--- config.mk ---
export PLATFORM = sky130hd
export DESIGN_NAME = keyword_presence_matcher
export DESIGN_NICKNAME = d
export VERILOG_FILES = /design/src/sv/kpm_pkg.sv /design/src/sv/kpm_front.sv /design/src/sv/kpm_queue.sv /design/src/sv/kpm_back.sv /design/src/sv/keyword_presence_matcher.sv
export SDC_FILE = /design/constraint.sdc
export NUM_CORES = 1
export LEC_CHECK = 0
export BUFFER_PORTS_ARGS = -buffer_cell sky130_fd_sc_hd__buf_4
export CORE_AREA = 4 4 268 165
export CTS_CLUSTER_DIAMETER = 120
export DETAILED_ROUTE_END_ITERATION = 10
export DIE_AREA = 0 0 272 169
export GPL_TIMING_DRIVEN = 0
export PLACE_DENSITY = 0.52
export RECOVER_POWER = 25
export SYNTH_ARGS = -nofsm -noshare
export SYNTH_HDL_FRONTEND = slang
export SYNTH_HIERARCHICAL = 1
export SYNTH_SLANG_ARGS = --single-unit
--- constraint.sdc ---
create_clock -name i_clk -period 11.58 [get_ports i_clk]
set_input_delay 2.895 -clock i_clk [delete_from_list [all_inputs] [get_ports i_clk]]
set_output_delay 2.895 -clock i_clk [all_outputs]
set_load 0.005 [all_outputs]
--- src/sv/kpm_pkg.sv ---
// Shared types, keyword table and constants for the keyword presence matcher.
`timescale 1ns / 1ps

package kpm_pkg;

    localparam int KW_COUNT   = 43;
    localparam int KW_MAX_LEN = 19;
    localparam int MASK_W     = 43;
    localparam int COUNT_W    = 6;
    localparam int OUT_DATA_W = 56;
    localparam int Q_DEPTH    = 2;
    localparam int Q_PTR_W    = $clog2(Q_DEPTH);

    typedef logic [MASK_W-1:0]       t_mask;
    typedef logic [COUNT_W-1:0]      t_count;
    typedef logic [KW_MAX_LEN*8-1:0] t_kw_text;

    // Last character of each keyword sits in the lowest byte; unused bytes are zero.
    localparam t_kw_text KW_TEXT [KW_COUNT] = '{
        t_kw_text'("python"), t_kw_text'("javascript"), t_kw_text'("typescript"),
        t_kw_text'("rust"), t_kw_text'("go"), t_kw_text'("c++"), t_kw_text'("java"),
        t_kw_text'("kotlin"), t_kw_text'("react"), t_kw_text'("vue"),
        t_kw_text'("angular"), t_kw_text'("node.js"), t_kw_text'("express"),
        t_kw_text'("django"), t_kw_text'("fastapi"), t_kw_text'("postgresql"),
        t_kw_text'("mysql"), t_kw_text'("mongodb"), t_kw_text'("redis"),
        t_kw_text'("elasticsearch"), t_kw_text'("kubernetes"), t_kw_text'("docker"),
        t_kw_text'("aws"), t_kw_text'("gcp"), t_kw_text'("azure"),
        t_kw_text'("terraform"), t_kw_text'("helm"), t_kw_text'("machine learning"),
        t_kw_text'("deep learning"), t_kw_text'("pytorch"), t_kw_text'("tensorflow"),
        t_kw_text'("scikit-learn"), t_kw_text'("system design"),
        t_kw_text'("distributed systems"), t_kw_text'("microservices"),
        t_kw_text'("kafka"), t_kw_text'("rabbitmq"), t_kw_text'("graphql"),
        t_kw_text'("rest"), t_kw_text'("grpc"), t_kw_text'("protobuf"),
        t_kw_text'("ci/cd"), t_kw_text'("github actions")
    };

endpackage

--- src/sv/kpm_front.sv ---
// Front end: case folding, byte window, keyword compare and sticky hit mask.
`timescale 1ns / 1ps

module kpm_front #(
    parameter int WINDOW_BYTES = 19
) (
    input  logic           i_clk,
    input  logic           i_rst_n,
    input  logic           i_valid,
    output logic           o_ready,
    input  logic [7:0]     i_byte,
    input  logic           i_last,
    output logic           o_push,
    output kpm_pkg::t_mask o_push_mask,
    input  logic           i_push_ready
);

    logic [7:0]     r_window [WINDOW_BYTES];
    logic [7:0]     n_window [WINDOW_BYTES];
    kpm_pkg::t_mask r_mask;
    kpm_pkg::t_mask n_mask;
    logic [7:0]     folded;
    logic           accept;

    assign o_ready = i_push_ready;
    assign accept  = i_valid && o_ready;

    always_comb begin
        folded = (i_byte inside {[8'h41:8'h5A]}) ? (i_byte + 8'h20) : i_byte;
        n_window[0] = folded;
        for (int j = 1; j < WINDOW_BYTES; j++) begin
            n_window[j] = r_window[j-1];
        end
    end

    always_comb begin
        logic       hit;
        logic [7:0] pat;
        n_mask = r_mask;
        for (int k = 0; k < kpm_pkg::KW_COUNT; k++) begin
            hit = 1'b1;
            for (int j = 0; j < kpm_pkg::KW_MAX_LEN; j++) begin
                pat = kpm_pkg::KW_TEXT[k][8*j +: 8];
                if (pat != 8'h00 && n_window[j] != pat) begin
                    hit = 1'b0;
                end
            end
            if (hit) begin
                n_mask[k] = 1'b1;
            end
        end
    end

    assign o_push      = accept && i_last;
    assign o_push_mask = n_mask;

    always_ff @(posedge i_clk) begin
        if (!i_rst_n) begin
            for (int j = 0; j < WINDOW_BYTES; j++) begin
                r_window[j] <= 8'h00;
            end
            r_mask <= '0;
        end else if (accept) begin
            if (i_last) begin
                for (int j = 0; j < WINDOW_BYTES; j++) begin
                    r_window[j] <= 8'h00;
                end
                r_mask <= '0;
            end else begin
                r_window <= n_window;
                r_mask   <= n_mask;
            end
        end
    end

endmodule

--- src/sv/kpm_queue.sv ---
// Short queue of finished hit masks between the front and back ends.
`timescale 1ns / 1ps

module kpm_queue (
    input  logic           i_clk,
    input  logic           i_rst_n,
    input  logic           i_push,
    input  kpm_pkg::t_mask i_push_mask,
    output logic           o_push_ready,
    output logic           o_pop_valid,
    output kpm_pkg::t_mask o_pop_mask,
    input  logic           i_pop
);

    kpm_pkg::t_mask                 r_mem [kpm_pkg::Q_DEPTH];
    logic [kpm_pkg::Q_PTR_W-1:0]    r_wptr;
    logic [kpm_pkg::Q_PTR_W-1:0]    r_rptr;
    logic [kpm_pkg::Q_PTR_W:0]      r_count;
    logic                           do_push;
    logic                           do_pop;

    assign o_push_ready = (r_count != (kpm_pkg::Q_PTR_W+1)'(kpm_pkg::Q_DEPTH));
    assign o_pop_valid  = (r_count != '0);
    assign o_pop_mask   = r_mem[r_rptr];
    assign do_push      = i_push && o_push_ready;
    assign do_pop       = i_pop && o_pop_valid;

    always_ff @(posedge i_clk) begin
        if (do_push) begin
            r_mem[r_wptr] <= i_push_mask;
        end
    end

    always_ff @(posedge i_clk) begin
        if (!i_rst_n) begin
            r_wptr  <= '0;
            r_rptr  <= '0;
            r_count <= '0;
        end else begin
            if (do_push) begin
                r_wptr <= r_wptr + 1'b1;
            end
            if (do_pop) begin
                r_rptr <= r_rptr + 1'b1;
            end
            case ({do_push, do_pop})
                2'b10:   r_count <= r_count + 1'b1;
                2'b01:   r_count <= r_count - 1'b1;
                default: r_count <= r_count;
            endcase
        end
    end

endmodule

--- src/sv/kpm_back.sv ---
// Back end: hit count and registered result request.
`timescale 1ns / 1ps

module kpm_back (
    input  logic           i_clk,
    input  logic           i_rst_n,
    input  logic           i_valid,
    input  kpm_pkg::t_mask i_mask,
    output logic           o_pop,
    output logic           o_valid,
    input  logic           i_ready,
    output kpm_pkg::t_mask o_mask,
    output kpm_pkg::t_count o_count
);

    localparam int CHUNKS = (kpm_pkg::MASK_W + 7) / 8;

    function automatic logic [3:0] popcnt8(input logic [7:0] v);
        logic [3:0] c;
        c = '0;
        for (int i = 0; i < 8; i++) begin
            c = c + 4'(v[i]);
        end
        return c;
    endfunction

    logic                    r_valid;
    kpm_pkg::t_mask          r_mask;
    kpm_pkg::t_count         r_count;
    logic [CHUNKS*8-1:0]     padded;
    kpm_pkg::t_count         n_count;

    always_comb begin
        padded  = (CHUNKS*8)'(i_mask);
        n_count = '0;
        for (int c = 0; c < CHUNKS; c++) begin
            n_count = n_count + kpm_pkg::t_count'(popcnt8(padded[8*c +: 8]));
        end
    end

    assign o_pop   = i_valid && (!r_valid || i_ready);
    assign o_valid = r_valid;
    assign o_mask  = r_mask;
    assign o_count = r_count;

    always_ff @(posedge i_clk) begin
        if (!i_rst_n) begin
            r_valid <= 1'b0;
        end else if (o_pop) begin
            r_valid <= 1'b1;
        end else if (i_ready) begin
            r_valid <= 1'b0;
        end
    end

    always_ff @(posedge i_clk) begin
        if (o_pop) begin
            r_mask  <= i_mask;
            r_count <= n_count;
        end
    end

endmodule

--- src/sv/keyword_presence_matcher.sv ---
// Top level of the keyword presence matcher.
// Throughput: one text byte per cycle across text boundaries too, while the queue has room.
// The result request shows once the final byte's hit mask has passed through the mask queue
// and then the count and output register.
// Keyword compare runs on all table entries at once against the byte window.
// Reset (synchronous, active low) clears the window, hit mask, queue and result request.
`timescale 1ns / 1ps

module keyword_presence_matcher #(
    parameter int WINDOW_BYTES = 19
) (
    input  logic        i_clk,
    input  logic        i_rst_n,
    input  logic        s_axis_tvalid,
    output logic        s_axis_tready,
    input  logic [7:0]  s_axis_tdata,   // [7:0] text_byte
    input  logic        s_axis_tlast,   // end_of_text
    output logic        m_axis_tvalid,
    input  logic        m_axis_tready,
    output logic [kpm_pkg::OUT_DATA_W-1:0] m_axis_tdata // [42:0] found_mask, [48:43] found_count
);

    logic            push;
    kpm_pkg::t_mask  push_mask;
    logic            push_ready;
    logic            pop_valid;
    kpm_pkg::t_mask  pop_mask;
    logic            pop;
    kpm_pkg::t_mask  out_mask;
    kpm_pkg::t_count out_count;

    kpm_front #(
        .WINDOW_BYTES(WINDOW_BYTES)
    ) u_front (
        .i_clk        (i_clk),
        .i_rst_n      (i_rst_n),
        .i_valid      (s_axis_tvalid),
        .o_ready      (s_axis_tready),
        .i_byte       (s_axis_tdata),
        .i_last       (s_axis_tlast),
        .o_push       (push),
        .o_push_mask  (push_mask),
        .i_push_ready (push_ready)
    );

    kpm_queue u_queue (
        .i_clk        (i_clk),
        .i_rst_n      (i_rst_n),
        .i_push       (push),
        .i_push_mask  (push_mask),
        .o_push_ready (push_ready),
        .o_pop_valid  (pop_valid),
        .o_pop_mask   (pop_mask),
        .i_pop        (pop)
    );

    kpm_back u_back (
        .i_clk   (i_clk),
        .i_rst_n (i_rst_n),
        .i_valid (pop_valid),
        .i_mask  (pop_mask),
        .o_pop   (pop),
        .o_valid (m_axis_tvalid),
        .i_ready (m_axis_tready),
        .o_mask  (out_mask),
        .o_count (out_count)
    );

    assign m_axis_tdata = {
        (kpm_pkg::OUT_DATA_W - kpm_pkg::MASK_W - kpm_pkg::COUNT_W)'(0),
        out_count,
        out_mask
    };

endmodule

==> results.tsv, run 1 <==
stage	metric	value	unit
synth	synth unique cells	71	
sta	Hold WS	0.446	ns
clock_network	Clock Tree Buf Depth	3	
outcome	failing checks	capacitance limit, slew limit	
worst_hold_path	hold path cells	2	
die	DIE HEIGHT	169	µm
worst_setup_path	crit path kind	reg2reg	
clock_network	CTS buffer count	35	
sta	Tmin final	7.90	ns
die	Total Die Area	46000	µm²
die	core footprint	41600	µm²
route	DRC viols	0	
clock_network	Clk pin slew, worst setup/hold paths	0.06	ns
global_route	Remaining Overflow, GRT	0	
route	initial DRC count	1766	
sta	Fin. Hold Viols	0	
worst_setup_path	WP buf/inv	10	
sta	max_slew headroom	-0.276	
clock_network	# clock sinks	328	
worst_setup_path	worst-path cell chain	clkbuf_1 > clkbuf_1 > mux2_1 > fa_1 > inv_1 > fa_1 > inv_1 > ha_1 > inv_1 > fa_1 > inv_1 > ha_1 > inv_1 > fa_1 > inv_1 > fa_1 > inv_1 > fa_1 > fa_1 > inv_1 > ha_1 > a211oi_1 > nor2_1 > a211o_1	
worst_setup_path	Worst R2R End	u_back/o_count[5]	
clock_network	CTS tree	done	
sta	final worst path period share	0.683	
route	drt total wl	64.0	mm
worst_hold_path	hold path endpoint	u_front/r_mask[19]	
route	Pre-antenna DRT Iters	6	
worst_hold_path	hold path start	u_front/r_mask[19]	
placement	PortBufs	60	
synth	area leader, netlist	edfxtp_1	
global_route	vias in the first global route	13000	
placement	GP Congestion	1.02	
route	Vias	13800	
finish	Nets	1812	
synth	Mapped Cells	1641	
worst_setup_path	CP Launch Type	flip-flop	
worst_setup_path	Critical Path AT	8.18	ns
worst_setup_path	crit path max fanout	10	
clock_network	PostCTS Resize Cnt	0	
synth	Mapped Avg Cell Area	10.1	µm²
route	routed len/inst	27.3	µm
global_route	largest net degree at the start of global routing	36	
synth	Post-synth EDFFs	135	
sta	setup_tns	0	ns
synth	Async S/R FF share, synth	0	
pwr	Leak Pwr	6.36	nW
die	DIE WIDTH	272	µm
finish	Layout fillers	4000	
worst_hold_path	worst min-delay path category	reg2reg	
synth	Post-synth top flop	dfxtp_1	
job	max_cap viols	1	
synth	Netlist Area Pre-Place	16600	µm²
sta	fmax	0.127	GHz
pwr	Max VDD drop	0.000592	V
sta	Final Slew Violations	35	
synth	Seq/Total Area, Yosys	0.478	
route	vias per cell	5.90	
sta	RSZ-0062 raised after global routing	no	
synth	top cell type's share of synthesized area	0.245	
sta	setup violators final	0	
die	FP Rows	58	
route	Final ANT Viol Nets	0	
clock_network	CTS hold repair buffers	0	
finish	Final Util	0.455	
worst_setup_path	CP max-delay cell	clkbuf_1	
clock_network	latest clock arrival within the worst-skew pair	0.54	ns
die	Initial Utilization	0.399	
die	Ports	71	
worst_setup_path	cell family contributing the most delay on the critical path	adder cells	
worst_setup_path	setup slack, reg-to-reg	3.68	ns
worst_setup_path	delay of the slowest cell on the worst path	0.76	ns
synth	ranking of synthesized cells by area	edfxtp_1 24%, dfxtp_1 23%, nor3b_1 6.5%, nor2b_1 6.3%, a21oi_1 4.7%	
clock_network	H-tree levels	2	
synth	Synth warnings	6	
worst_setup_path	endpoint class of the critical path	flip-flop	
placement	hpwl dp	50.3	mm
global_route	gr usage total	0.275	
finish	Area growth, synth to finish	14.0	%
sta	clk_skew	0.0237	ns
worst_setup_path	path depth of the worst reg2reg path	24	
synth	Synth Register Bits	328	
worst_setup_path	worst path required time	11.85	ns
global_route	first-pass GRT wire length	92.6	mm
worst_setup_path	most numerous cell on the critical path	inv_1	
global_route	initial antenna violation count	4	
sta	measured slew at the worst slew-check pin	1.91	ns
clock_network	Post-CTS Setup Bufs	0	
finish	layout cell share with drive strength beyond 1	0.0948	
outcome	status	finished with violations	
pwr	pwr/cell area	246	nW/µm²
clock_network	clock root cell	clkbuf_16	
[cells in the final DEF (no fill, tap or decap), types with 10 or more instances in the layout]
master	n
fa_1	34
and2_1	15
buf_4	34
buf_2	11
clkbuf_1	96
clkbuf_4	30
nand4_1	63
nor4bb_1	22
nand2_1	60
and4bb_2	11
mux2_1	38
a21o_1	17
and4b_1	15
a21oi_1	157
nor2b_1	168
inv_1	85
ha_1	18
nor3_1	33
nand3_1	54
nor3b_1	144
nor2_1	52
edfxtp_1	135
o21ai_0	16
nand4b_1	10
nor4_1	44
dfxtp_1	193
buf_1	12
clkbuf_16	37
[worst max path at each step]
stage	start	to	slack, ns	depth (start not counted)
after floorplan	flip-flop	u_back/o_count[5]	5.15	24
after global placement	m_axis_tready	u_queue/r_count[1]	4.19	7
after detailed placement	flip-flop	u_back/o_count[5]	4.31	24
after CTS	flip-flop	u_back/o_count[5]	4.27	24
after global routing	flip-flop	u_back/o_count[5]	3.36	24
final	flip-flop	u_back/o_count[5]	3.68	24
[kinds of logic (layout without fill, tap and decap cells)]
| family | after synthesis | in the layout | synth area share |
|---|---|---|---|
| other | 1 | 8 | 0.000226 |
| and+or+nand+nor | 767 | 767 | 0.299 |
| muxes | 43 | 43 | 0.0292 |
| DFF | 328 | 328 | 0.478 |
| adders and majority gates | 52 | 52 | 0.0546 |
| xor gates and xnor gates | 7 | 7 | 0.00370 |
| AOI/OAI and AO/OA | 248 | 248 | 0.0889 |
| buffers and inverters | 195 | 321 | 0.0472 |
[cell usage after synthesis, types with 8 or more instances]
cell type	count
a21o_1	17
a21oi_1	157
a31o_2	8
a31oi_1	8
and2_1	15
and3_1	8
and4b_1	15
and4bb_2	11
buf_1	12
buf_2	16
buf_4	8
clkbuf_1	73
dfxtp_1	193
edfxtp_1	135
fa_1	34
ha_1	18
inv_1	86
mux2_2	43
nand2_1	60
nand2b_1	8
nand3_1	54
nand3b_1	8
nand4_1	63
nand4b_1	10
nor2_1	52
nor2b_1	168
nor3_1	33
nor3b_1	144
nor4_1	44
nor4b_1	8
nor4bb_1	22
o21ai_0	16
[sequential cells by signal (all words and copies together), names as in the netlist, named ones only]
register          cells
u_back/o_count        6
u_back/o_mask        43
u_back/o_valid        1
u_front/n_window    144
u_front/r_mask       43
u_queue/r_count       2
u_queue/r_mem        86
u_queue/r_rptr        1
u_queue/r_wptr        1
[layer usage]
metal  share of wire  up-vias  wire, µm  track usage
met4           0.016        4      1020       0.0474
met2            0.34      624     21500        0.322
met5         0.00033        -        21            0
met3            0.11       81      7020       0.0781
met1            0.54     6942     34500        0.474
li1                -     6177         -            -
[worst register-to-register path, cell delays in order (launching register included)]
cell and delay [ns]:
dfxtp_1 0.31, clkbuf_1 0.42, clkbuf_1 0.77, mux2_1 0.47, fa_1 0.55, inv_1 0.05
fa_1 0.44, inv_1 0.08, ha_1 0.16, inv_1 0.05, fa_1 0.48, inv_1 0.11
ha_1 0.31, inv_1 0.05, fa_1 0.53, inv_1 0.05, fa_1 0.55, inv_1 0.06
fa_1 0.55, fa_1 0.56, inv_1 0.07, ha_1 0.33, a211oi_1 0.33, nor2_1 0.09
a211o_1 0.28
[through the flow]
step	total power, W	cell area [µm²]	cells	worst slack [ns]
finish	0.00466	18900	2344	3.68
global route	0.00503	18900	2343	3.36
CTS	0.00469	18900	2343	4.27
detailed placement	0.00355	17800	2280	4.31
global placement	0.00351	17800	2277	4.19
floorplan	0.00292	16600	1647	5.15
[layout make-up]
class                      instances  area, µm²  share of cell area
sequential                       328       7920               0.419
multi-input combinational       1124       7900               0.418
clock buffer                      56       1060              0.0559
tap                              570        713              0.0377
timing repair buffer              63        479              0.0253
buffer                           109        453              0.0240
inverter                          86        323              0.0171
clock inverter                     7       57.6             0.00304
antenna                            1       2.50            0.000132
[report_power, final]
| part | leakage (nW) | total (W) | internal [W] | switching [W] |
|---|---|---|---|---|
| Combinational | 2.96 | 0.00212 | 0.000871 | 0.00125 |
| Clock | 0.536 | 0.00111 | 0.000631 | 0.000475 |
| Sequential | 2.86 | 0.00143 | 0.00141 | 0.0000209 |
Power figures use the tool's default switching activity.
==> run 2: changes to the inputs <==
--- a/config.mk
+++ b/config.mk
@@ -11,7 +11,7 @@
 export DETAILED_ROUTE_END_ITERATION = 10
 export DIE_AREA = 0 0 272 169
 export GPL_TIMING_DRIVEN = 0
-export PLACE_DENSITY = 0.52
+export PLACE_DENSITY = 0.55
 export RECOVER_POWER = 25
 export SYNTH_ARGS = -nofsm -noshare
 export SYNTH_HDL_FRONTEND = slang
==> constraint.sdc (replaced) <==
create_clock -name i_clk -period 6.6 [get_ports i_clk]
set_input_delay 1.65 -clock i_clk [delete_from_list [all_inputs] [get_ports i_clk]]
set_output_delay 1.65 -clock i_clk [all_outputs]
set_load 0.005 [all_outputs]
==> run 2 against run 1 <==
  * The flow still finishes with violations (capacitance limit, slew limit)
  * Sequential power is 76% higher
  * Flip-flop and latch count stayed put
  * Critical endpoint unchanged
  * Core utilization is 0.32 points higher
  * Clock skew is 0.0018 ns lower
  * Wire length is 4.3% lower
  * Register-to-register slack worse by 3.5 ns
  * Largest cell class is now multi-input gates
  * Via count is 0.14% lower
  * Total power is 95% higher
  * Die area stayed put
  * Non-clock buffer count is 7 higher
==> results.tsv, run 2 (synthesis results as in run 1) <==
stage	metric	value	unit
outcome	status	finished with violations	
outcome	failing checks	capacitance limit, slew limit	
global_route	gr usage total	0.262	
sta	final worst path period share	0.974	
worst_setup_path	crit path kind	reg2reg	
placement	Cell Area, Placed	17800	µm²
die	Initial Utilization	0.399	
finish	Largest register FFs	144	
worst_setup_path	cell family contributing the most delay on the critical path	adder cells	
pwr	Max VDD drop	0.00135	V
sta	setup violators final	0	
placement	GP Congestion	1.05	
finish	layout cell share with drive strength beyond 1	0.112	
finish	commonest non-fill, non-tap cell in the layout	dfxtp_1	
sta	fmax	0.156	GHz
route	vias per cell	5.88	
route	Final ANT Viol Nets	0	
pwr	register share of total power	0.278	
sta	Fin. Hold Viols	0	
worst_setup_path	WP buf/inv	10	
sta	clk_skew	0.0218	ns
clock_network	CTS tree	done	
global_route	largest net degree at the start of global routing	37	
die	Total Die Area	46000	µm²
pwr	combinational share of power	0.512	
pwr	Leak Pwr	6.41	nW
placement	PortBufs	60	
worst_setup_path	worst path required time	6.87	ns
placement	dpl ws	-0.635	ns
global_route	vias in the first global route	12800	
route	routed len/inst	26.1	µm
finish	Area growth, synth to finish	14.9	%
worst_setup_path	crit path max fanout	7	
clock_network	Clk pin slew, worst setup/hold paths	0.06	ns
sta	RSZ-0062 raised after global routing	no	
pwr	pwr/cell area	476	nW/µm²
worst_setup_path	delay of the slowest cell on the worst path	0.58	ns
route	initial DRC count	1622	
die	core footprint	41600	µm²
clock_network	CTS buffer count	34	
worst_hold_path	worst min-delay path category	reg2reg	
worst_setup_path	worst-path cell chain	buf_6 > buf_12 > mux2_4 > fa_1 > inv_2 > fa_1 > inv_1 > ha_2 > inv_2 > fa_1 > inv_2 > ha_4 > inv_2 > fa_1 > inv_1 > fa_1 > inv_2 > fa_2 > fa_1 > inv_2 > ha_4 > a211oi_4 > nor2_1 > a211o_1	
worst_setup_path	CP max-delay cell	fa_1	
sta	measured slew at the worst slew-check pin	1.95	ns
clock_network	# clock sinks	328	
die	FP Rows	58	
finish	commonest non-fill, non-tap cells in the layout	192 x dfxtp_1, 168 x nor2b_1, 156 x a21oi_1	
die	Ports	71	
clock_network	latest clock arrival within the worst-skew pair	0.53	ns
job	max_cap viols	1	
pwr	Int Pwr	0.00565	W
worst_setup_path	CP Launch Type	flip-flop	
finish	Layout fillers	4032	
finish	Diodes inserted	0	
route	Pre-antenna DRT Iters	5	
global_route	initial antenna violation count	6	
placement	hpwl dp	47.6	mm
sta	Tmin final	6.43	ns
pwr	switching share of power	0.377	
sta	max_slew headroom	-0.301	
pwr	Design Power	0.00907	W
worst_setup_path	Critical Path AT	6.70	ns
pwr	Clock power frac	0.211	
finish	Nets	1818	
route	DRC viols	0	
clock_network	Clock Tree Buf Depth	3	
sta	Final Slew Violations	34	
global_route	first-pass GRT wire length	88.4	mm
clock_network	clock root cell	clkbuf_16	
die	DIE HEIGHT	169	µm
sta	worst setup margin	0.170	ns
clock_network	CTS hold repair buffers	0	
global_route	Remaining Overflow, GRT	0	
pwr	switching power	0.00342	W
route	Vias	13800	
finish	Final Util	0.458	
route	drt total wl	61.3	mm
worst_setup_path	endpoint class of the critical path	flip-flop	
die	DIE WIDTH	272	µm
clock_network	H-tree levels	2	
finish	fin area	19000	µm²
[run 2: cell types whose count changed in the layout (fill, tap and decap cells not counted), moves of 4 or more]
cell      delta
inv_1        -7
inv_2        +7
mux2_4       +5
ha_1         -4
clkbuf_1     -5
mux2_1       -5
clkinv_2     +4
[run 2: per-layer routing]
metal  share of wire  track usage  vias up  wire length [µm]
met5         0.00067            0        -                41
li1                -            -     6168                 -
met1            0.52        0.444     6918             31900
met4           0.013       0.0389        6               819
met3            0.12       0.0861       72              7540
met2            0.34        0.310      645             21000
[run 2: per-stage QoR]
stage               cells  hold WS [ns]  TNS, ns
floorplan            1647         0.416        0
global placement     2277         0.430    -1.51
detailed placement   2280         0.436    -1.61
CTS                  2345         0.450        0
global route         2348         0.472        0
finish               2348         0.446        0
[run 2: tightest hold or removal path, delay by kind of cell, from the launching register on]
kind | cells | cell delay, ns
AOI/OAI and AO/OA | 1 | 0.05
DFF | 1 | 0.32
and+or+nand+nor | 1 | 0.05
[run 2: timing repair]
action	CTS	global route
endpoints found under the setup margin	5	3
resized for setup	21	14
buffers inserted	4	2
hold endpoints to repair	0	0
pin swaps	2	14
[run 2: path summary, 6_finish.rpt]
kind / from / end / slack [ns] / depth (start not counted)
worst max-delay path: flip-flop / u_back/o_count[5] / 0.17 / 24
worst min-delay path: u_front/r_mask[28] / u_front/r_mask[28] / 0.45 / 2
worst max register to register: flip-flop / u_back/o_count[5] / 0.17 / 24
worst min register to register: u_front/r_mask[28] / u_front/r_mask[28] / 0.45 / 2
[run 2: layout make-up]
class / count / area [µm²] / share of cell area
clock inverters: 12 / 91.3 / 0.00480
flip-flops and latches: 328 / 7920 / 0.416
repair buffers: 70 / 518 / 0.0272
clock buffers: 49 / 990 / 0.0520
multi-input cells: 1124 / 7990 / 0.420
well taps: 570 / 713 / 0.0375
plain buffers: 109 / 494 / 0.0260
inverters: 86 / 323 / 0.0170
[run 2: power by group through the flow]
| stage | clock network, W | registers [W] | logic (W) |
|---|---|---|---|
| after floorplan | 0 | 0.00257 | 0.00255 |
| after global placement | 0 | 0.00257 | 0.00355 |
| after detailed placement | 0 | 0.00256 | 0.00364 |
| after CTS | 0.00195 | 0.00251 | 0.00422 |
| after global routing | 0.00204 | 0.00253 | 0.00509 |
| final | 0.00191 | 0.00252 | 0.00464 |
